`src/hdl/wbpf_pkg.sv`:
```
// Shared types and constants for the wildcard byte pattern finder.
`timescale 1ns / 1ps
`default_nettype none

package wbpf_pkg;

    localparam int MAX_PATTERN_BYTES_DEF = 8;

    localparam int BYTE_W    = 8;
    localparam int WORD_W    = 64;
    localparam int LEN_W     = 4;
    localparam int MASK_W    = 8;
    localparam int OFFSET_W  = 32;
    localparam int CFG_IDX_W = 3;

    localparam logic [OFFSET_W-1:0] OFFSET_MAX = '1;

    // Configuration register indexes.
    localparam logic [CFG_IDX_W-1:0] REG_PATTERN_BYTES     = 3'd0;
    localparam logic [CFG_IDX_W-1:0] REG_PATTERN_CARE_MASK = 3'd1;
    localparam logic [CFG_IDX_W-1:0] REG_PATTERN_LENGTH    = 3'd2;
    localparam logic [CFG_IDX_W-1:0] REG_REPLACE_BYTES     = 3'd3;
    localparam logic [CFG_IDX_W-1:0] REG_REPLACE_KEEP_MASK = 3'd4;

    // Per-cell control, driven by the top level for every window cell.
    typedef struct packed {
        logic              shift_en;
        logic              flush;
        logic              clear;
        logic              in_use;
        logic              care;
        logic              keep;
        logic [BYTE_W-1:0] want;
        logic [BYTE_W-1:0] rep;
    } wbpf_cell_ctrl_t;

    // Per-cell status back to the top level.
    typedef struct packed {
        logic              hit_ok;
        logic [BYTE_W-1:0] out_byte;
        logic [BYTE_W-1:0] tap;
    } wbpf_cell_stat_t;

endpackage

`default_nettype wire

```
`src/hdl/wbpf_cell.sv`:
```
// One window cell: holds one recent byte and passes it on, and compares the byte arriving at it.
`timescale 1ns / 1ps
`default_nettype none

module wbpf_cell
    import wbpf_pkg::*;
(
    input  wire logic            aclk,
    input  wire logic            aresetn,
    input  wire logic [BYTE_W-1:0] byte_in,
    input  wire wbpf_cell_ctrl_t ctrl,
    output wbpf_cell_stat_t      stat
);

    logic [BYTE_W-1:0] window_reg;
    logic [BYTE_W-1:0] window_next;
    logic [BYTE_W-1:0] cur_byte;

    // A stream start empties the window before the new byte shifts in.
    assign cur_byte = ctrl.flush ? '0 : byte_in;

    always_comb begin
        window_next = window_reg;
        if (ctrl.clear) begin
            window_next = '0;
        end else if (ctrl.shift_en) begin
            window_next = cur_byte;
        end
    end

    always_ff @(posedge aclk) begin
        if (!aresetn) begin
            window_reg <= '0;
        end else begin
            window_reg <= window_next;
        end
    end

    assign stat.hit_ok   = !ctrl.in_use || !ctrl.care || (cur_byte == ctrl.want);
    assign stat.out_byte = ctrl.keep ? ctrl.rep : cur_byte;
    assign stat.tap      = window_reg;

endmodule

`default_nettype wire

```
`src/hdl/wildcard_byte_pattern_finder_core.sv`:
```
// Top level of the wildcard byte pattern finder.
//
// Usage: bytes enter on the s_ channel (valid/ready), one per transaction,
// with s_stream_start marking the first byte of a stream and s_stream_end
// the last. The block keeps a chain of window cells, one per pattern byte,
// and compares the newest pattern_length bytes with the pattern under the
// care mask as each byte arrives. The first match of a stream yields one
// m_ transaction with m_found = 1, the start offset and the replacement
// word; a stream that ends with no match yields m_found = 0 with zero data.
// Configuration is written on the cfg_ channel, which is always ready.
// A result is registered and valid in the cycle after the byte that causes it.
// Throughput: one byte per cycle; the only limit is the single output
// register, which is refilled in the same cycle that it is taken.
// A stalled receiver holds the result in the output register, and s_ready
// drops only while that register is full and m_ready is low.
// Reset clears the configuration to its defaults, the window, fill count,
// offset and match flag, and empties the output register.
`timescale 1ns / 1ps
`default_nettype none

module wildcard_byte_pattern_finder_core
    import wbpf_pkg::*;
#(
    parameter int MAX_PATTERN_BYTES = MAX_PATTERN_BYTES_DEF
) (
    input  wire logic                 aclk,
    input  wire logic                 aresetn,

    input  wire logic                 cfg_valid,
    output      logic                 cfg_ready,
    input  wire logic [CFG_IDX_W-1:0] cfg_index,
    input  wire logic [WORD_W-1:0]    cfg_data,

    input  wire logic                 s_valid,
    output      logic                 s_ready,
    input  wire logic [BYTE_W-1:0]    s_data_byte,
    input  wire logic                 s_stream_start,
    input  wire logic                 s_stream_end,

    output      logic                 m_valid,
    input  wire logic                 m_ready,
    output      logic                 m_found,
    output      logic [OFFSET_W-1:0]  m_match_offset,
    output      logic [WORD_W-1:0]    m_new_bytes
);

    localparam logic [LEN_W-1:0] LEN_MAX = LEN_W'(MAX_PATTERN_BYTES);

    // Configuration registers.
    logic [WORD_W-1:0] pattern_reg;
    logic [MASK_W-1:0] care_reg;
    logic [LEN_W-1:0]  length_reg;
    logic [WORD_W-1:0] replace_reg;
    logic [MASK_W-1:0] keep_reg;

    // Stream state.
    logic [LEN_W-1:0]    fill_reg,   fill_next;
    logic [OFFSET_W-1:0] offset_reg, offset_next;
    logic                done_reg,   done_next;

    // Output register.
    logic                m_valid_reg,  m_valid_next;
    logic                m_found_reg;
    logic [OFFSET_W-1:0] m_offset_reg;
    logic [WORD_W-1:0]   m_bytes_reg;

    logic                accept;
    logic                done_eff;
    logic [LEN_W-1:0]    used_len;
    logic [LEN_W-1:0]    fill_base;
    logic [LEN_W-1:0]    fill_new;
    logic [OFFSET_W-1:0] here;
    logic [OFFSET_W-1:0] hit_offset;
    logic                hit_all;
    logic                hit;
    logic                emit;
    logic [WORD_W-1:0]   word;

    wbpf_cell_ctrl_t cell_ctrl [MAX_PATTERN_BYTES];
    wbpf_cell_stat_t cell_stat [MAX_PATTERN_BYTES];
    logic [2:0]      cell_pos  [MAX_PATTERN_BYTES];

    assign cfg_ready = 1'b1;
    assign s_ready   = !m_valid_reg || m_ready;
    assign accept    = s_valid && s_ready;

    always_ff @(posedge aclk) begin
        if (!aresetn) begin
            pattern_reg <= '0;
            care_reg    <= '1;
            length_reg  <= LEN_W'(1);
            replace_reg <= '0;
            keep_reg    <= '1;
        end else if (cfg_valid) begin
            unique case (cfg_index)
                REG_PATTERN_BYTES:     pattern_reg <= cfg_data;
                REG_PATTERN_CARE_MASK: care_reg    <= cfg_data[MASK_W-1:0];
                REG_PATTERN_LENGTH:    length_reg  <= cfg_data[LEN_W-1:0];
                REG_REPLACE_BYTES:     replace_reg <= cfg_data;
                REG_REPLACE_KEEP_MASK: keep_reg    <= cfg_data[MASK_W-1:0];
                default: ;
            endcase
        end
    end

    // Length outside the supported range is clamped.
    always_comb begin
        priority if (length_reg == '0) begin
            used_len = LEN_W'(1);
        end else if (length_reg > LEN_MAX) begin
            used_len = LEN_MAX;
        end else begin
            used_len = length_reg;
        end
    end

    assign done_eff  = done_reg && !s_stream_start;
    assign fill_base = s_stream_start ? '0 : fill_reg;
    assign fill_new  = (fill_base == LEN_MAX) ? fill_base : fill_base + LEN_W'(1);
    assign here      = s_stream_start ? '0 : offset_reg;

    // Cell k holds the k-th newest byte and lines up with pattern byte len-1-k.
    for (genvar k = 0; k < MAX_PATTERN_BYTES; k++) begin : g_cell
        logic [LEN_W-1:0] pos_full;

        assign pos_full    = used_len - LEN_W'(1) - LEN_W'(k);
        assign cell_pos[k] = pos_full[2:0];

        assign cell_ctrl[k].shift_en = accept && !done_eff;
        assign cell_ctrl[k].flush    = (k != 0) && s_stream_start;
        assign cell_ctrl[k].clear    = accept && s_stream_end;
        assign cell_ctrl[k].in_use   = LEN_W'(k) < used_len;
        assign cell_ctrl[k].care     = care_reg[cell_pos[k]];
        assign cell_ctrl[k].keep     = keep_reg[cell_pos[k]];
        assign cell_ctrl[k].want     = pattern_reg[{cell_pos[k], 3'b000} +: BYTE_W];
        assign cell_ctrl[k].rep      = replace_reg[{cell_pos[k], 3'b000} +: BYTE_W];

        if (k == 0) begin : g_head
            wbpf_cell u_cell (
                .aclk    (aclk),
                .aresetn (aresetn),
                .byte_in (s_data_byte),
                .ctrl    (cell_ctrl[k]),
                .stat    (cell_stat[k])
            );
        end else begin : g_body
            wbpf_cell u_cell (
                .aclk    (aclk),
                .aresetn (aresetn),
                .byte_in (cell_stat[k-1].tap),
                .ctrl    (cell_ctrl[k]),
                .stat    (cell_stat[k])
            );
        end
    end

    always_comb begin
        hit_all = 1'b1;
        word    = '0;
        for (int k = 0; k < MAX_PATTERN_BYTES; k++) begin
            hit_all = hit_all && cell_stat[k].hit_ok;
            if (cell_ctrl[k].in_use) begin
                word[{cell_pos[k], 3'b000} +: BYTE_W] = cell_stat[k].out_byte;
            end
        end
    end

    assign hit        = !done_eff && (fill_new >= used_len) && hit_all;
    assign emit       = accept && !done_eff && (hit || s_stream_end);
    assign hit_offset = (here == OFFSET_MAX) ? OFFSET_MAX
                                             : here - OFFSET_W'(used_len) + OFFSET_W'(1);

    always_comb begin
        fill_next   = fill_reg;
        offset_next = offset_reg;
        done_next   = done_reg;
        if (accept) begin
            priority if (s_stream_end) begin
                fill_next   = '0;
                offset_next = '0;
                done_next   = 1'b0;
            end else if (!done_eff) begin
                fill_next   = fill_new;
                offset_next = (here == OFFSET_MAX) ? here : here + OFFSET_W'(1);
                done_next   = hit;
            end else begin
                fill_next   = fill_reg;
            end
        end
    end

    always_ff @(posedge aclk) begin
        if (!aresetn) begin
            fill_reg   <= '0;
            offset_reg <= '0;
            done_reg   <= 1'b0;
        end else begin
            fill_reg   <= fill_next;
            offset_reg <= offset_next;
            done_reg   <= done_next;
        end
    end

    always_comb begin
        m_valid_next = m_valid_reg;
        priority if (emit) begin
            m_valid_next = 1'b1;
        end else if (m_ready) begin
            m_valid_next = 1'b0;
        end
    end

    always_ff @(posedge aclk) begin
        if (!aresetn) begin
            m_valid_reg <= 1'b0;
        end else begin
            m_valid_reg <= m_valid_next;
        end
    end

    always_ff @(posedge aclk) begin
        if (emit) begin
            m_found_reg  <= hit;
            m_offset_reg <= hit ? hit_offset : '0;
            m_bytes_reg  <= hit ? word : '0;
        end
    end

    assign m_valid        = m_valid_reg;
    assign m_found        = m_found_reg;
    assign m_match_offset = m_offset_reg;
    assign m_new_bytes    = m_bytes_reg;

    // A reported match implies the window holds at least one byte.
    a_done_has_fill: assert property (@(posedge aclk) disable iff (!aresetn)
        done_reg |-> fill_reg != '0)
        else $error("match flag set with an empty window");

    a_fill_bound: assert property (@(posedge aclk) disable iff (!aresetn)
        fill_reg <= LEN_MAX)
        else $error("window fill count beyond the window depth");

    a_end_clears: assert property (@(posedge aclk) disable iff (!aresetn)
        (accept && s_stream_end) |=> (fill_reg == '0 && offset_reg == '0 && !done_reg))
        else $error("stream state not cleared after the last byte");

    a_not_found_zero: assert property (@(posedge aclk) disable iff (!aresetn)
        (m_valid_reg && !m_found_reg) |-> (m_offset_reg == '0 && m_bytes_reg == '0))
        else $error("not-found result carries nonzero data");

endmodule

`default_nettype wire

```
`config.mk`:
```
export PLATFORM = sky130hd
export DESIGN_NAME = wildcard_byte_pattern_finder_core
export DESIGN_NICKNAME = d
export VERILOG_FILES = /design/src/hdl/wbpf_pkg.sv /design/src/hdl/wbpf_cell.sv /design/src/hdl/wildcard_byte_pattern_finder_core.sv
export SDC_FILE = /design/constraint.sdc
export NUM_CORES = 1
export LEC_CHECK = 0
export BUFFER_PORTS_ARGS = -buffer_cell sky130_fd_sc_hd__buf_2
export CELL_PAD_IN_SITES_DETAIL_PLACEMENT = 1
export CELL_PAD_IN_SITES_GLOBAL_PLACEMENT = 1
export CORE_MARGIN = 3
export CORE_UTILIZATION = 43
export DETAILED_ROUTE_END_ITERATION = 6
export PLACE_DENSITY = 0.84
export SLEW_MARGIN = 30
export SYNTH_ARGS = -nofsm -noshare
export SYNTH_HDL_FRONTEND = slang
export SYNTH_SLANG_ARGS = --single-unit
export TNS_END_PERCENT = 1
```
`constraint.sdc`:
```
create_clock -name aclk -period 11.5 [get_ports aclk]
set_input_delay 1.15 -clock aclk [delete_from_list [all_inputs] [get_ports aclk]]
set_output_delay 1.15 -clock aclk [all_outputs]
set_load 0.01 [all_outputs]
```
=== Yosys cells after proc, flatten, opt, wreduce, memory -nomap -nowiden ===
Index checks and enable logic that the tools add are counted.

* Logic and storage cells: 244
* Register bits after elaboration: 339
* Bits of input ports: 82

* Shifts and indexed selects: 32
* $lt $le $gt $ge: 18
* Eq/ne operators: 15
* $add $sub $neg: 20
* Reduce and logical (&&, ||, !) cells: 61
* Bitwise operators: 2
* Muxes and demuxes: 77

{| class="wikitable"
|+ Operator list
! operator !! count
|-
| 64-bit by 7-bit variable part select with 8-bit output || 16
|-
| 64-bit two-way mux || 8
|-
| 8-bit by 8-bit variable shift with 64-bit output (first input constant) || 8
|-
| 8-bit by 8-bit variable part select with 64-bit output || 8
|-
| 64-bit bitwise mux || 7
|-
| 32-bit two-way mux || 5
|-
| 8-bit two-way mux || 15
|-
| 32-bit by 1-bit adder with 32-bit output (second input constant) || 2
|-
| 64-bit bitwise AND || 1
|-
| 8-bit equality test || 8
|-
| 6-bit negation with 8-bit output || 8
|-
| 1-bit binary-select mux with 3-bit select || 16
|-
| 32-bit equality test (second input constant) || 1
|-
| 3-bit by 4-bit less-than comparator with 1-bit output (second input constant) || 8
|-
| 32-bit by 4-bit subtractor with 32-bit output || 1
|-
| 4-bit two-way mux || 6
|-
| 1-bit two-way mux || 20
|-
| 1-bit zero test || 19
|-
| 1-bit logical OR || 18
|-
| 3-bit by 4-bit less-than comparator with 1-bit output (first input constant) || 4
|-
| 1-bit logical AND || 14
|-
| 2-bit AND reduction || 6
|-
| 3-bit subtractor (second input constant) || 4
|-
| 1-bit by 4-bit less-than comparator with 1-bit output (first input constant) || 2
|-
| other kinds (16) || 20
|}

=== Depth between registers and ports, before layout ===
* Depth in word-level cells: 24
* Mapped depth: 26

=== By module ===
From an unflattened synthesis, not the netlist that was laid out.

* Cell total of the unflattened synthesis: 3355
* Area total of the unflattened synthesis: 26564.2 sq um

{| class="wikitable"
|+ Modules (own cells, without submodules)
! module !! instances !! sequential area each (sq um) !! cells an instance !! area each (sq um)
|-
| wildcard_byte_pattern_finder_core || 1 || 6636.4 || 2651 || 21389.3
|-
| wbpf_cell || 8 || 160.2 || 88 || 646.9
|}

=== Least setup slack after synthesis ===
OpenSTA, ideal clock, no wires.

* Kind: reg-to-reg
* From: register length_reg[2]
* To: register m_found_reg (netlist: m_found), enable pin
* Data arrival time: 10799 ps
* Required time: 10916 ps
* Setup slack: 117 ps
* Cell stages (with the launch flop): 24
* Clock period less this slack: 11383 ps
* Library setup time: 584 ps
* Cells stage by stage: dfxtp_1 -> nor2_1 -> o21ai_4 -> buf_6 -> buf_6 -> buf_4 -> buf_4 -> buf_2 -> buf_2 -> ha_1 -> inv_1 -> buf_1 -> clkbuf_1 -> ha_1 -> inv_1 -> buf_1 -> mux4_2 -> or4b_1 -> o311a_1 -> nor4_1 -> o32a_1 -> nand4_2 -> buf_2 -> a21oi_1

* Word-level cells in the longest chain between the ends: 20

{| class="wikitable"
|+ Ends and longest elaborated chain
! what !! RTL line !! source
|-
| from (decl) || wildcard_byte_pattern_finder_core.sv:52 || <nowiki>logic [LEN_W-1:0] length_reg;</nowiki>
|-
| from (signal assigned) || wildcard_byte_pattern_finder_core.sv:98 || <nowiki>REG_PATTERN_LENGTH: length_reg <= cfg_data[LEN_W-1:0];</nowiki>
|-
| 4-bit greater-than comparator || wildcard_byte_pattern_finder_core.sv:110 || <nowiki>end else if (length_reg > LEN_MAX) begin</nowiki>
|-
| 4-bit two-way mux || wildcard_byte_pattern_finder_core.sv:110 ||
|-
| 4-bit two-way mux (*) || wildcard_byte_pattern_finder_core.sv:108 || <nowiki>priority if (length_reg == '0) begin</nowiki>
|-
| branches (longest 14 deep; another with 3-bit by 1-bit subtractor with 3-bit output) || - ||
|-
| 1-bit logical AND (*) || wildcard_byte_pattern_finder_core.sv:168 || <nowiki>assign hit = !done_eff && (fill_new >= used_len) && hit_all;</nowiki>
|-
| 1-bit logical OR (*) || wildcard_byte_pattern_finder_core.sv:169 || <nowiki>assign emit = accept && !done_eff && (hit || s_stream_end);</nowiki>
|-
| 1-bit logical AND (*) || wildcard_byte_pattern_finder_core.sv:169 ||
|-
| net emit || wildcard_byte_pattern_finder_core.sv:76 || <nowiki>logic emit;</nowiki>
|-
| to (signal assigned) || wildcard_byte_pattern_finder_core.sv:223 || <nowiki>m_found_reg <= hit;</nowiki>
|-
| to (decl) || wildcard_byte_pattern_finder_core.sv:63 || <nowiki>logic m_found_reg;</nowiki>
|}

Mark *: on every way through the listed nets, which the timed path passes. The select of a mux whose other input is x is not followed.
A chain may end at the register's enable or synchronous reset.

=== Worst setup path in the final report ===
* From: register length_reg[2]
* To: register m_bytes_reg[25] (netlist: m_new_bytes[25]), enable pin

* Word-level cells in the longest chain between the ends: 20

{| class="wikitable"
|+ Ends and longest elaborated chain
! what !! RTL line !! source
|-
| 4-bit greater-than comparator || wildcard_byte_pattern_finder_core.sv:110 ||
|-
| 4-bit two-way mux || wildcard_byte_pattern_finder_core.sv:110 ||
|-
| 4-bit two-way mux (*) || wildcard_byte_pattern_finder_core.sv:108 ||
|-
| branches (longest 14 deep; another with 3-bit by 1-bit subtractor with 3-bit output) || - ||
|-
| 1-bit logical AND (*) || wildcard_byte_pattern_finder_core.sv:168 ||
|-
| 1-bit logical OR (*) || wildcard_byte_pattern_finder_core.sv:169 ||
|-
| 1-bit logical AND (*) || wildcard_byte_pattern_finder_core.sv:169 ||
|-
| net emit || wildcard_byte_pattern_finder_core.sv:76 ||
|-
| to (signal assigned) || wildcard_byte_pattern_finder_core.sv:225 || <nowiki>m_bytes_reg <= hit ? word : '0;</nowiki>
|-
| to (decl) || wildcard_byte_pattern_finder_core.sv:65 || <nowiki>logic [WORD_W-1:0] m_bytes_reg;</nowiki>
|}

Marks and branches as above.

==> run_results.csv <==
group,metric,value,unit
outcome,status,"finished with violations",
outcome,violations,"design-rule violations",
worst_setup_path,slowest_stage,"dfxtp_1",
placed_design,routabilityCongestion,1.06,
run,max_cap_violations,0,
synthesis,synth_seq_cells,339,
synthesis,synthAdderAreaFrac,0.0400,
worst_setup_path,crit_fanout,59,
worst_setup_path,critPathKind,"reg2reg",
grt,antenna_found_initial,0,
synthesis,ys.flop_type,"dfxtp_1",
worst_setup_path,cpPeakStageDelay,770,ps
grt,grtUsageTotal,0.352,
synthesis,syn-num-nets,3323,
worst_setup_path,required,11720,ps
drt,dr_wl_met2,52600,um
drt,dr_wl_met3,11800,um
worst_setup_path,path_cells,"nor2_1 -> o21ai_4 -> ha_2 -> buf_4 -> clkinv_1 -> ha_1 -> inv_1 -> buf_4 -> mux4_2 -> or4b_1 -> o311a_1 -> nor4_1 -> o32a_1 -> nand4_4 -> a21oi_4 -> buf_4 -> buf_4",
drt,first_iter_violations,3490,
synthesis,synth.largest_area_cell,"dfxtp_1",
clocking,post-cts-setup-buffers,0,
timing,tightest_slew,1140,ps
pwr,clockPowerShare,0.433,
synthesis,seq_area_frac_synth,0.290,
synthesis,synth_xor_area_frac,0.0265,
timing,slew_headroom,0.241,
worst_setup_path,arrival,8070,ps
synthesis,synth_commonest_cells,"560 x nand2_1, 288 x mux2i_1, 242 x dfxtp_1, 231 x nor2_1, 224 x a21oi_1",
grt,grt_pass1_wl,175000,um
timing,grt_setup_unrepaired,"no",
pwr,p_leak,11.2,nW
synthesis,synth_area,0.0268,sq mm
clocking,cts_made_buffers,41,
drt,wire_per_inst,29.5,um
synthesis,synth_warnings,0,
synthesis,synth_cell_types,84,
timing,max_freq,127,MHz
floorplanning,core,0.0609,sq mm
placed_design,hpwl,91000,um
timing,setup_viol,0,
drt,top_layer,"met4",
timing,finalHoldViolations,0,
pwr,power_frac_comb,0.142,
worst_hold_path,hp-start,"g_cell[2].g_body.u_cell.window_reg[4]",
pwr,powerDensity,103,mW/mm^2
synthesis,async_reset_ff_frac,0,
grt,grt_overflow,0,
pwr,p_switching,885,uW
clocking,insertion_delay,600,ps
floorplanning,ios,182,
timing,period_share,0.683,
grt,grt_pass1_vias,26200,
pwr,p_int,2.15,mW
drt,wl,120000,um
layout,antennaDiodeCount,0,
layout,fin_nets,3387,
synthesis,synthSimpleGateAreaFrac,0.200,
floorplanning,floorplan.die_area,0.0653,sq mm
synthesis,syn_area_per_cell,8.48,sq um
synthesis,synth_mux_area_frac,0.202,
clocking,ctsResizeCount,0,
drt,ant_nets,0,
grt,grt_max_degree,108,
drt,vias,27000,
pwr,power_frac_seq,0.425,
synthesis,synth_top_cell_area_share,0.181,
clocking,cts_tree,"done",
pwr,ir_drop,109,uV
clocking,cts_hold_buf,0,
worst_setup_path,end_kind,"flip-flop",
synthesis,synth-edff-count,97,
timing,setup_tns,0,ps
timing,finClkSkew,24.4,ps
floorplanning,row_count,90,
layout,area_growth,10.6,%
placed_design,io_buffers,180,
pwr,p_total,3.04,mW
clocking,clock_sinks,339,
synthesis,synth_most_common_cell,"nand2_1",
clocking,cts-root-buf,"clkbuf_16",
clocking,ctsHtreeMaxLevel,2,
synthesis,yosys-top-cells-area,"dfxtp_1 18%, edfxtp_1 11%, mux2i_1 11%",
synthesis,synth_top_family_by_area,"multiplexers",
worst_setup_path,crit_start,"length_reg[2]",
worst_setup_path,start_kind,"flip-flop",
clocking,cts_max_path_buffers,3,
clocking,clk_pin_slew,60,ps
drt,wl_met1,46700,um
worst_setup_path,cp_common_cell,"buf_4",
drt,dr.pass1.iters,7,
worst_setup_path,r2r_start,"length_reg[2]",
worst_hold_path,hold_path_class,"reg2reg",
drt,drc,12,
timing,period_needed,7850,ps
floorplanning,initial_core_util,0.439,
drt,viasPerCell,6.62,
floorplanning,die-width,255,um
layout,layout-drive-gt1-share,0.144,
synthesis,syn_inst,3156,
floorplanning,die_y,255,um
pwr,p_sw_frac,0.291,
synthesis,synth_compound_area_frac,0.193,
timing,drv_slew,0,
==> cell type report <==
cell class	count	area (sq um)
fill	7303	31300
tap	828	1040
clock inverter	12	123
sequential	339	7760
inverter	90	343
timing repair buffer	234	1320
clock buffer	63	1220
multi-input combinational	2514	17800
==> through the flow <==
step	hold WS (ps)	area, sq um	setup slack, ps	std cells	utilization
finish	473	29600	3650	4080	0.486
global route	498	29600	3170	4080	0.486
CTS	480	29600	3780	4080	0.486
detailed placement	470	28200	3600	4005	0.464
global placement	441	28200	3720	4004	0.463
floorplan	432	26800	117	3156	-
==> metal layers <==
| layer | vias up | global-route usage |
|---|---|---|
| li1 | 11700 | - |
| met2 | 1660 | 0.544 |
| met1 | 13200 | 0.452 |
| met5 | - | 0 |
| met3 | 459 | 0.0688 |
| met4 | 0 | 0.223 |
==> cells by family after synthesis <==
logic type	Yosys count
adders and majority gates	85
DFF	339
xor gates and xnor gates	81
buffers and inverters	303
other	1
muxes	409
and+or+nand+nor	1173
AOI/OAI and AO/OA	765
==> cell usage in the layout (no fill, tap or decap), drive strengths merged, types with 92 or more instances in the layout <==
master and instances:
a21oi 224, edfxtp 97, mux4 102, dfxtp 242, o21ai 93, nand2 560, a21boi 147, nor2 231
inv 92, mux2i 288, buf 234
==> power by group through the flow <==
stage	clock network (mW)	logic [mW]	registers, mW
finish	1.32	0.431	1.29
global route	1.38	0.449	1.29
CTS	1.34	0.418	1.29
detailed placement	0	0.416	1.31
global placement	0	0.408	1.31
floorplan	0	0.247	1.31
==> worst max-delay path, delay by kind of cell, from the launching register on <==
| family | cells | cell delay [ps] |
|---|---|---|
| AOI/OAI and AO/OA | 4 | 970 |
| adders and majority gates | 2 | 520 |
| buffers and inverters | 6 | 2830 |
| DFF | 1 | 770 |
| muxes | 1 | 580 |
| and+or+nand+nor | 4 | 1600 |
==> worst paths after layout <==
kind	cells past startpoint	slack (ps)	end
setup / recovery	17	3650	m_new_bytes[25]
hold / removal	2	470	g_cell[2].g_body.u_cell.window_reg[4]
hold reg to reg	2	470	g_cell[2].g_body.u_cell.window_reg[4]
setup reg to reg	17	3650	m_new_bytes[25]
(Power assumes the default switching activity.)
